--- src/rtl/core/icmprw_pkg.sv ---
// Shared types and constants for the ICMP redirect header rewriter.
`timescale 1ns / 1ps
package icmprw_pkg;

  localparam int unsigned HDR_LEN = 34;
  localparam int unsigned ETH_LEN = 14;
  localparam int unsigned POS_W   = 6;
  localparam int unsigned CFG_IW  = 2;
  localparam int unsigned CFG_DW  = 48;

  localparam logic [7:0] ETHTYPE_HI = 8'h08;
  localparam logic [7:0] ETHTYPE_LO = 8'h00;
  localparam logic [7:0] PROTO_ICMP = 8'h01;

  localparam logic [CFG_IW-1:0] REG_SERVER_IP    = 2'd0;
  localparam logic [CFG_IW-1:0] REG_SERVER_MAC   = 2'd1;
  localparam logic [CFG_IW-1:0] REG_SERVER_VALID = 2'd2;

  typedef enum logic [1:0] {
    V_TX    = 2'd0,
    V_PASS  = 2'd1,
    V_DROP  = 2'd2,
    V_ABORT = 2'd3
  } verdict_t;

  typedef enum logic [2:0] {
    S_CAP  = 3'b001,
    S_EMIT = 3'b010,
    S_PASS = 3'b100
  } state_t;

endpackage

--- src/rtl/core/icmp_redirect_header_rewriter.sv ---
// Top level: Ethernet/IPv4 header capture, ICMP redirect rewrite and checksum update.
// Capture: the first 34 bytes (or the whole frame, if shorter) are held, then sent as a
// burst via the registered read of the single-read-port header RAM.
// Throughput: 1 byte per cycle while capturing, and while passing through or bursting
// unless the output stalls; input stalls during the burst. Reset: synchronous, clears
// control and config state; payload registers and header RAM are not cleared.
`timescale 1ns / 1ps
module icmp_redirect_header_rewriter (
  input  logic                           clk,
  input  logic                           rst,
  input  logic                           cfg_valid,
  output logic                           cfg_ready,
  input  logic [icmprw_pkg::CFG_IW-1:0]  cfg_index,
  input  logic [icmprw_pkg::CFG_DW-1:0]  cfg_data,
  input  logic                           frame_valid,
  output logic                           frame_stall,
  input  logic [7:0]                     frame_byte,
  input  logic                           frame_last,
  output logic                           out_valid,
  input  logic                           out_stall,
  output logic [7:0]                     out_byte,
  output logic                           out_last,
  output logic [1:0]                     verdict
);

  import icmprw_pkg::*;

  localparam logic [POS_W-1:0] HDR_N = POS_W'(HDR_LEN);
  localparam logic [POS_W-1:0] ETH_N = POS_W'(ETH_LEN);

  // configuration
  logic [31:0] server_ip;
  logic [47:0] server_mac;
  logic        server_valid;

  // control
  state_t           state;
  logic [POS_W-1:0] pos;
  logic [POS_W-1:0] count;
  logic             frame_end;
  verdict_t         fv;
  logic [7:0]       eth_hi;
  logic [7:0]       eth_lo;
  logic [7:0]       proto;
  logic [19:0]      sum;
  logic [15:0]      csum;

  // emit side
  logic [POS_W-1:0] rd_addr;
  logic [POS_W-1:0] data_idx;
  logic             data_valid;
  logic [7:0]       ram_rdata;

  logic             in_acc;
  logic             out_free;
  logic             load_emit;
  logic             load_pass;
  logic             issue;
  logic             emit_end;
  logic [POS_W-1:0] pos_next;
  logic             decide_now;
  logic [7:0]       eth_hi_next;
  logic [7:0]       eth_lo_next;
  logic [7:0]       proto_next;
  logic [19:0]      sum_base;
  logic [19:0]      sum_next;
  verdict_t         fv_next;
  logic [19:0]      tot;
  logic [16:0]      fold1;
  logic [16:0]      fold2;
  logic [7:0]       emit_byte;

  assign cfg_ready = 1'b1;

  always_ff @(posedge clk) begin
    if (rst) begin
      server_ip    <= '0;
      server_mac   <= '0;
      server_valid <= 1'b0;
    end else if (cfg_valid && cfg_ready) begin
      unique case (cfg_index)
        REG_SERVER_IP:    server_ip    <= cfg_data[31:0];
        REG_SERVER_MAC:   server_mac   <= cfg_data[47:0];
        REG_SERVER_VALID: server_valid <= cfg_data[0];
        default: ;
      endcase
    end
  end

  assign out_free    = !out_valid || !out_stall;
  assign frame_stall = (state == S_EMIT) || ((state == S_PASS) && !out_free);
  assign in_acc      = frame_valid && !frame_stall;
  assign load_pass   = in_acc && (state == S_PASS);
  assign load_emit   = (state == S_EMIT) && data_valid && out_free;
  assign issue       = (state == S_EMIT) && (rd_addr < count) && (!data_valid || load_emit);
  assign emit_end    = (POS_W'(data_idx + 1'b1) == count);

  // capture-side field tracking
  assign pos_next    = POS_W'(pos + 1'b1);
  assign decide_now  = in_acc && (state == S_CAP) && (frame_last || pos_next == HDR_N);
  assign eth_hi_next = (pos == POS_W'(12)) ? frame_byte : eth_hi;
  assign eth_lo_next = (pos == POS_W'(13)) ? frame_byte : eth_lo;
  assign proto_next  = (pos == POS_W'(23)) ? frame_byte : proto;
  assign sum_base    = (pos == '0) ? 20'd0 : sum;

  // sum the header words except the checksum and destination IP, which are replaced
  always_comb begin
    sum_next = sum_base;
    if (pos >= ETH_N && pos < POS_W'(30) && pos != POS_W'(24) && pos != POS_W'(25)) begin
      if (pos[0]) begin
        sum_next = sum_base + {12'd0, frame_byte};
      end else begin
        sum_next = sum_base + {4'd0, frame_byte, 8'd0};
      end
    end
  end

  always_comb begin
    priority if (pos_next < ETH_N) begin
      fv_next = V_DROP;
    end else if (eth_hi_next != ETHTYPE_HI || eth_lo_next != ETHTYPE_LO) begin
      fv_next = V_PASS;
    end else if (pos_next < HDR_N) begin
      fv_next = V_DROP;
    end else if (proto_next != PROTO_ICMP) begin
      fv_next = V_PASS;
    end else if (!server_valid) begin
      fv_next = V_ABORT;
    end else begin
      fv_next = V_TX;
    end
  end

  // fold with the new destination IP, then ones-complement
  assign tot   = sum + {4'd0, server_ip[31:16]} + {4'd0, server_ip[15:0]};
  assign fold1 = {1'b0, tot[15:0]} + {13'd0, tot[19:16]};
  assign fold2 = {1'b0, fold1[15:0]} + {16'd0, fold1[16]};

  icmprw_ram #(
    .WIDTH (8),
    .DEPTH (HDR_LEN)
  ) u_hdr_ram (
    .clk   (clk),
    .we    (in_acc && (state == S_CAP)),
    .waddr (pos),
    .wdata (frame_byte),
    .re    (issue),
    .raddr (rd_addr),
    .rdata (ram_rdata)
  );

  // header substitution for a rewritten frame
  always_comb begin
    emit_byte = ram_rdata;
    if (fv == V_TX) begin
      unique case (data_idx)
        POS_W'(0):  emit_byte = server_mac[47:40];
        POS_W'(1):  emit_byte = server_mac[39:32];
        POS_W'(2):  emit_byte = server_mac[31:24];
        POS_W'(3):  emit_byte = server_mac[23:16];
        POS_W'(4):  emit_byte = server_mac[15:8];
        POS_W'(5):  emit_byte = server_mac[7:0];
        POS_W'(24): emit_byte = csum[15:8];
        POS_W'(25): emit_byte = csum[7:0];
        POS_W'(30): emit_byte = server_ip[31:24];
        POS_W'(31): emit_byte = server_ip[23:16];
        POS_W'(32): emit_byte = server_ip[15:8];
        POS_W'(33): emit_byte = server_ip[7:0];
        default:    emit_byte = ram_rdata;
      endcase
    end
  end

  always_ff @(posedge clk) begin
    if (rst) begin
      state      <= S_CAP;
      pos        <= '0;
      count      <= '0;
      frame_end  <= 1'b0;
      fv         <= V_PASS;
      sum        <= '0;
      rd_addr    <= '0;
      data_idx   <= '0;
      data_valid <= 1'b0;
      out_valid  <= 1'b0;
    end else begin
      if (load_emit || load_pass) begin
        out_valid <= 1'b1;
      end else if (!out_stall) begin
        out_valid <= 1'b0;
      end

      unique case (state)
        S_CAP: begin
          if (in_acc) begin
            pos <= pos_next;
            sum <= sum_next;
            if (decide_now) begin
              state      <= S_EMIT;
              count      <= pos_next;
              frame_end  <= frame_last;
              fv         <= fv_next;
              rd_addr    <= '0;
              data_valid <= 1'b0;
            end
          end
        end
        S_EMIT: begin
          if (issue) begin
            rd_addr  <= POS_W'(rd_addr + 1'b1);
            data_idx <= rd_addr;
          end
          if (issue) begin
            data_valid <= 1'b1;
          end else if (load_emit) begin
            data_valid <= 1'b0;
          end
          if (load_emit && emit_end) begin
            if (frame_end) begin
              state <= S_CAP;
              pos   <= '0;
            end else begin
              state <= S_PASS;
            end
          end
        end
        S_PASS: begin
          if (load_pass && frame_last) begin
            state <= S_CAP;
            pos   <= '0;
          end
        end
        default: state <= S_CAP;
      endcase
    end
  end

  // payload registers
  always_ff @(posedge clk) begin
    if (state == S_EMIT) begin
      csum <= ~fold2[15:0] & 16'hffff;
    end
    if (in_acc && (state == S_CAP)) begin
      eth_hi <= eth_hi_next;
      eth_lo <= eth_lo_next;
      proto  <= proto_next;
    end
    if (load_emit) begin
      out_byte <= emit_byte;
      out_last <= frame_end && emit_end;
      verdict  <= (frame_end && emit_end) ? fv : V_TX;
    end else if (load_pass) begin
      out_byte <= frame_byte;
      out_last <= frame_last;
      verdict  <= frame_last ? fv : V_TX;
    end
  end

  a_verdict_only_on_last: assert property (@(posedge clk) disable iff (rst)
    out_valid && !out_last |-> verdict == V_TX)
    else $error("verdict set on an item that is not last");

  a_pos_bounded: assert property (@(posedge clk) disable iff (rst)
    pos <= HDR_N)
    else $error("byte position beyond header length");

  a_read_in_range: assert property (@(posedge clk) disable iff (rst)
    data_valid |-> data_idx < count)
    else $error("header read beyond held bytes");

  a_burst_after_header: assert property (@(posedge clk) disable iff (rst)
    decide_now |=> state == S_EMIT && !data_valid)
    else $error("header burst did not start after capture");

endmodule

--- src/rtl/core/icmprw_ram.sv ---
// Generic simple dual-port RAM with registered read.
`timescale 1ns / 1ps
module icmprw_ram #(
  parameter int unsigned WIDTH = 8,
  parameter int unsigned DEPTH = 34
) (
  input  logic                     clk,
  input  logic                     we,
  input  logic [$clog2(DEPTH)-1:0] waddr,
  input  logic [WIDTH-1:0]         wdata,
  input  logic                     re,
  input  logic [$clog2(DEPTH)-1:0] raddr,
  output logic [WIDTH-1:0]         rdata
);

  logic [WIDTH-1:0] mem [DEPTH];

  always_ff @(posedge clk) begin
    if (we) begin
      mem[waddr] <= wdata;
    end
    if (re) begin
      rdata <= mem[raddr];
    end
  end

endmodule
--- config.mk ---
export PLATFORM = sky130hd
export DESIGN_NAME = icmp_redirect_header_rewriter
export DESIGN_NICKNAME = d
export VERILOG_FILES = /design/src/rtl/core/icmprw_pkg.sv /design/src/rtl/core/icmp_redirect_header_rewriter.sv /design/src/rtl/core/icmprw_ram.sv
export SDC_FILE = /design/constraint.sdc
export NUM_CORES = 1
export LEC_CHECK = 0
export ABC_AREA = 1
export BUFFER_PORTS_ARGS = -buffer_cell sky130_fd_sc_hd__buf_2
export CAP_MARGIN = 20
export CELL_PAD_IN_SITES_DETAIL_PLACEMENT = 1
export CELL_PAD_IN_SITES_GLOBAL_PLACEMENT = 1
export CORE_MARGIN = 2
export CORE_UTILIZATION = 49
export DETAILED_ROUTE_END_ITERATION = 12
export PLACE_DENSITY_LB_ADDON = 0.1
export SYNTH_ARGS = -nofsm -noshare
export SYNTH_HDL_FRONTEND = slang
export SYNTH_SLANG_ARGS = --single-unit
--- constraint.sdc ---
create_clock -name clk -period 7.23 [get_ports clk]
set_input_delay 0.723 -clock clk [delete_from_list [all_inputs] [get_ports clk]]
set_output_delay 0.723 -clock clk [all_outputs]
set_load 0.02 [all_outputs]
==> impl_metrics.tcl, run 1 <==
set metrics [dict create \
    fin_worst_skew_ps 10.3 \
    fin_setup_tns_ps 0 \
    cp_num_buf_inv 2 \
    final_common_cell "nor2_1" \
    io_pins 78 \
    std_cell_rows 78 \
    syn-cell-area_sq_mm 0.0223 \
    dieHeight_um 217 \
    die_w_um 217 \
    grt.overflow.total 0 \
    power.switching_mw 1.77 \
    grt_pass1_wl_mm 111 \
    clkPwrFrac_pct 40.2 \
    relSlewSlack_pct 28.1 \
    drc 0 \
    crit_slowest_cell "fa_1" \
    avgSynthCellArea_sq_um 9.44 \
    worstSetupStartpointType "flop" \
    powerDensity_mw_per_mm2 263 \
    hold_slack_ps 378 \
    port_buffers 76 \
    numCtsBuffers 48 \
    layout.nets 2540 \
    fin_crit_sh_pct 90.3 \
    clk_pin_slew_worst_paths_ps 60 \
    coreArea_sq_mm 0.0451 \
    drt-total-wl_mm 73.5 \
    synth_top_area_cell "edfxtp_1" \
    ys_seq_area_share_pct 56.6 \
    report.final.slew_viol_count 0 \
    ant_nets 0 \
    seq_area_sq_mm 0.0126 \
    final.fill_count 5101 \
    cp.required_ps 7580 \
    critical-path-top-delay-family "simple AND/OR/NAND/NOR gates" \
    h-tree-depth 2 \
    setup_viol 0 \
    dieArea_sq_mm 0.0472 \
    layout_common_cells "nor2_1 (413), nand2_1 (335), edfxtp_1 (331)" \
    leakagePower_nw 9.31 \
    slowest_delay_ps 550 \
    numClockSinks 464 \
    synth-seq-cells 464 \
    rsz0062_at_grt "no" \
    maxCapViolations 0 \
    synth.distinct_cells 55 \
    worstPathArrival_ps 6880 \
    pwr-share-comb_pct 13.8 \
    globalplace.congestion 0.929 \
    ir_drop_uv 162 \
    grt_util_all_layers_pct 31.4 \
    drtIter0Drc 1381 \
    synth_warnings 0 \
    fin_crit_ps 6530 \
    start_util_pct 49.4 \
    hold_viol 0 \
    grt_max_degree 94 \
    p_sw_share_pct 27.1 \
    p_int_mw 4.76 \
    clockRootBuffer "clkbuf_16" \
    drive_above_1_share_pct 8.96 \
    endpoint_kind "flop" \
    p_seq_share_pct 46.0 \
    synth_fp_nets 2496 \
    max_freq_mhz 153 \
    multiInputGateArea_sq_mm 0.00857 \
    critical_path_class "reg2reg" \
    cts_tree "yes" \
    vias 17800 \
    post_drt_wl_per_cell_um 24.1 \
    status "finished clean" \
    yosysTopAreaCellShare_pct 44.6 \
    areaGrowthSynthToFinish_pct 11.5 \
    clockBufferDepth 3 \
    clkLatencyLatePin_ps 600 \
    cts_setup_buffers 0 \
    synthCells 2360 \
    grt_pass1_vias 18600 \
    dr.pass1.iters 5 \
    dp_hpwl_mm 51.0 \
    antenna_found_initial 1 \
    viasPerCell 5.85 \
    synthTopCellsByArea "edfxtp_1 (45%), dfxtp_1 (12%), o21ai_0 (7.1%), nor2_1 (7.0%), nand2_1 (5.6%)" \
    hp-class "in2reg" \
    tightestPinTransition_ps 1070 \
    p_total_mw 6.54 \
    cp_max_fo 4 \
]
[worst reg2reg max path, delay by kind of cell (launching register included)]
kind / cells / cell delay, ps
and+or+nand+nor: 23 / 2940
AOI/OAI and AO/OA: 3 / 600
xor gates and xnor gates: 1 / 150
buffers and inverters: 2 / 220
DFF: 1 / 330
adders and majority gates: 6 / 2060
[through the flow]
stage	instances	worst slack, ps	area, sq um	utilization, %
after floorplan	2360	1630	22300	-
after global placement	2953	1090	23200	51.3
after detailed placement	2953	748	23200	51.3
after CTS	3043	532	24800	55.0
after global routing	3044	54.7	24800	55.1
final	3046	702	24800	55.1
[metal layers]
| metal | track usage [%] | wire (um) | up-vias |
|---|---|---|---|
| met5 | 0 | 7 | - |
| met4 | 15.3 | 3900 | 2 |
| met3 | 4.37 | 2980 | 176 |
| met2 | 55.0 | 36800 | 457 |
| met1 | 38.0 | 29800 | 8896 |
| li1 | - | - | 8296 |
[final timing paths]
kind         slack (ps)                           to  cells after the start                   startpoint
min reg2reg         470  server_mac[21]$_SDFFE_PP0P_                      2  server_mac[21]$_SDFFE_PP0P_
min                 380  server_mac[46]$_SDFFE_PP0P_                      3                 cfg_data[46]
max                 700           csum[14]$_DFFE_PP_                     35    server_ip[1]$_SDFFE_PP0P_
max reg2reg         700           csum[14]$_DFFE_PP_                     35    server_ip[1]$_SDFFE_PP0P_
[power by group through the flow]
stage	Sequential [mW]	Clock [mW]	Combinational [mW]
finish	3.01	2.63	0.901
global route	3.02	2.75	0.994
CTS	3.01	2.65	0.896
detailed placement	3.06	0	0.885
global placement	3.06	0	0.856
floorplan	3.04	0	0.573
[layout make-up]
| cell class | instances | share of cell area (%) |
|---|---|---|
| diodes | 2 | 0.0201 |
| well taps | 600 | 3.02 |
| repair buffers | 95 | 2.19 |
| inverters | 190 | 2.88 |
| flip-flops and latches | 464 | 50.7 |
| clock buffers | 71 | 5.47 |
| clock inverters | 19 | 1.20 |
| multi-input cells | 1605 | 34.5 |
[logic make-up after synthesis]
| family | share of synthesized area (%) |
|---|---|
| AOI/OAI and AO/OA | 14.2 |
| xor gates and xnor gates | 1.69 |
| adders and majority gates | 4.72 |
| buffers and inverters | 5.03 |
| DFF | 56.6 |
| other | 0.0168 |
| and+or+nand+nor | 17.7 |
[Yosys cell counts, drive strengths merged]
cell / instances
o31ai: 1
a211oi: 4
o221ai: 27
dfxtp: 133
nand3b: 1
inv: 185
a21oi: 92
nor3: 24
nand3: 96
o211ai: 21
nor4: 8
fa: 20
edfxtp: 331
nand2: 346
clkbuf: 83
o21ai: 320
ha: 52
o22ai: 42
xnor2: 17
a22o: 12
xor2: 22
buf: 18
a31oi: 3
or2: 2
a22oi: 1
nor3b: 1
o2bb2ai: 2
nand4: 38
a21boi: 3
nor2: 421
o21bai: 8
a221oi: 18
o21a: 2
conb: 1
clkinv: 5
[flip-flops by register name (all words and copies together) (netlist names), 6 cells and up]
name / flops
sum: 20
eth_lo: 8
rd_addr: 6
server_ip: 32
count: 6
pos: 6
out_byte: 8
data_idx: 6
csum: 16
u_hdr_ram.rdata: 8
u_hdr_ram.mem: 272
proto: 8
eth_hi: 8
server_mac: 48
[timing repair]
action / in CTS / in global routing
resized for setup: 0 / 2
hold buffers: 0 / 0
endpoints found under the setup margin: 0 / 3
(Power assumes the default switching activity.)
==> inputs of run 2 (changes only) <==
--- a/config.mk
+++ b/config.mk
@@ -16,4 +16,5 @@
 export PLACE_DENSITY_LB_ADDON = 0.1
 export SYNTH_ARGS = -nofsm -noshare
 export SYNTH_HDL_FRONTEND = slang
+export SYNTH_HIERARCHICAL = 1
 export SYNTH_SLANG_ARGS = --single-unit
==> impl_metrics.tcl, run 2 <==
set metrics [dict create \
    grt_util_all_layers_pct 29.5 \
    top_register "u_hdr_ram/mem" \
    ir_drop_uv 180 \
    clkLatencyLatePin_ps 610 \
    dieHeight_um 221 \
    grt_pass1_wl_mm 113 \
    start_util_pct 49.6 \
    syn-cell-area_sq_mm 0.0231 \
    drtIter0Drc 1353 \
    dp_hpwl_mm 50.3 \
    fin_crit_ps 6480 \
    synth_top_area_cell "edfxtp_1" \
    drive_above_1_share_pct 10.2 \
    cts_setup_buffers 0 \
    cp.required_ps 7590 \
    post_drt_wl_per_cell_um 22.2 \
    std_cell_rows 79 \
    synth-seq-cells 464 \
    hp-class "in2reg" \
    cts_tree "yes" \
    diodes 0 \
    cp_common_cell "nand3_1" \
    layout_common_cells "nand2_1 (626), edfxtp_1 (331), nand3_1 (308)" \
    numCtsBuffers 50 \
    leakagePower_nw 10.2 \
    largest_reg_flops 272 \
    clockRootBuffer "clkbuf_16" \
    yosysTopAreaCellShare_pct 43.1 \
    synth.distinct_cells 58 \
    ys_seq_area_share_pct 54.6 \
    globalplace.congestion 0.942 \
    dieArea_sq_mm 0.0488 \
    crit_slowest_cell "fa_1" \
    slowest_delay_ps 550 \
    rsz0062_at_grt "no" \
    max_freq_mhz 154 \
    layout.nets 2735 \
    multiInputGateArea_sq_mm 0.00915 \
    fin_setup_tns_ps 0 \
    h-tree-depth 2 \
    synthTopCellsByCount "nand2_1 (626), edfxtp_1 (331), nand3_1 (308)" \
    status "finished clean" \
    avgSynthCellArea_sq_um 9.04 \
    hold_viol 0 \
    maxCapViolations 0 \
    ys.flop_type "edfxtp_1" \
    clockBufferDepth 3 \
    dr.pass1.iters 6 \
    worstPathArrival_ps 6840 \
    tightestPinTransition_ps 1090 \
    final_util_pct 54.9 \
    worstSetupStartpointType "flop" \
    grt_max_degree 86 \
    antenna_found_initial 0 \
    report.final.slew_viol_count 0 \
    async_reset_ff_share_pct 0 \
    numClockSinks 464 \
    drt-total-wl_mm 72.2 \
    viasPerCell 5.75 \
    powerDensity_mw_per_mm2 250 \
    io_pins 78 \
    dpl_cell_area_sq_mm 0.0238 \
    synth_warnings 6 \
    ant_nets 0 \
    die_w_um 221 \
    stdcell_area_sq_mm 0.0255 \
    rrSetupSlack_ps 750 \
    p_total_mw 6.38 \
    areaGrowthSynthToFinish_pct 10.5 \
    port_buffers 76 \
    clk_pin_slew_worst_paths_ps 60 \
    seq_area_sq_mm 0.0126 \
    fin_crit_sh_pct 89.6 \
    synth_edf_count 331 \
    coreArea_sq_mm 0.0465 \
    synthCells 2550 \
    grt.overflow.total 0 \
    largest_registers "u_hdr_ram/mem (272), server_mac (48), server_ip (32)" \
    pre_cts_slack_ps 783 \
    relSlewSlack_pct 27.5 \
    grt_pass1_vias 19700 \
    setup_viol 0 \
    synth_fp_nets 2686 \
    final.fill_count 5391 \
    synthTopCellsByArea "edfxtp_1 (43%), dfxtp_1 (12%), nand2_1 (10%), nand3_1 (6.7%), nor2_1 (4.7%)" \
    yosysMostFrequentCell "nand2_1" \
    cp_max_fo 4 \
    vias 18700 \
    cts_resized 0 \
    critical_path_class "reg2reg" \
    fin_worst_skew_ps 20.8 \
    final_common_cell "nand2_1" \
    drc 0 \
    endpoint_kind "flop" \
    cts_hold_buffers 0 \
    worst_slack_ps 751 \
]
[run 2: cell types whose count changed after synthesis, sizes merged, moves of 7 or more]
cell | previous run | this run
nand2 | 346 | 648
nand3 | 96 | 318
o21ai | 320 | 174
nor2 | 421 | 300
buf | 18 | 55
clkbuf | 83 | 46
o22ai | 42 | 5
o221ai | 27 | 2
inv | 185 | 206
nand4 | 38 | 25
o211ai | 21 | 14
[run 2: cells by family after synthesis]
| group | Yosys count | synth area share [%] |
|---|---|---|
| compound gates | 338 | 8.45 |
| xor+xnor | 34 | 1.32 |
| fa+ha+maj | 72 | 4.56 |
| buf+inv | 312 | 5.72 |
| flops | 464 | 54.6 |
| other cells | 1 | 0.0163 |
| simple gates | 1329 | 25.3 |
[run 2: final timing paths]
path | from | endpoint | cells after the start
hold reg to reg | server_mac[23]$_SDFFE_PP0P_ | server_mac[23]$_SDFFE_PP0P_ | 2
hold / removal | cfg_data[42] | server_mac[42]$_SDFFE_PP0P_ | 3
setup reg to reg | server_ip[1]$_SDFFE_PP0P_ | csum[14]$_DFFE_PP_ | 41
setup / recovery | server_ip[1]$_SDFFE_PP0P_ | csum[14]$_DFFE_PP_ | 41
[run 2: cell type report]
type	count	area share (%)
sequential	464	49.5
multi-input combinational	1774	35.9
clock buffer	69	5.35
inverter	211	3.15
tap	607	2.98
timing repair buffer	98	2.13
clock inverter	25	1.05
[run 2: layer usage]
metal,wire [um],vias up,GRT usage [%]
li1,-,8750,-
met1,30200,9309,37.4
met2,36700,486,52.6
met3,3270,123,3.61
met4,2130,0,9.44
met5,0,-,0
[run 2: worst max-delay path, delay by kind of cell, from the launching register on]
family,cells,cell delay [ps]
simple gates,28,3160
flops,1,340
fa+ha+maj,6,2170
buf+inv,6,430
xor+xnor,1,110
[run 2: power by group]
part           internal (mW)  total, mW  leakage (nW)  switching [mW]
clock network           1.50       2.58         0.800            1.08
logic                  0.222      0.784          5.36           0.562
registers               2.94       3.01          4.08          0.0641
total                   4.67       6.38          10.2            1.71
[run 2: stage by stage]
stage | std cells | hold slack [ps]
detailed placement | 3152 | 466
finish | 3248 | 355
floorplan | 2550 | 430
global route | 3248 | 353
CTS | 3246 | 335
global placement | 3152 | 457
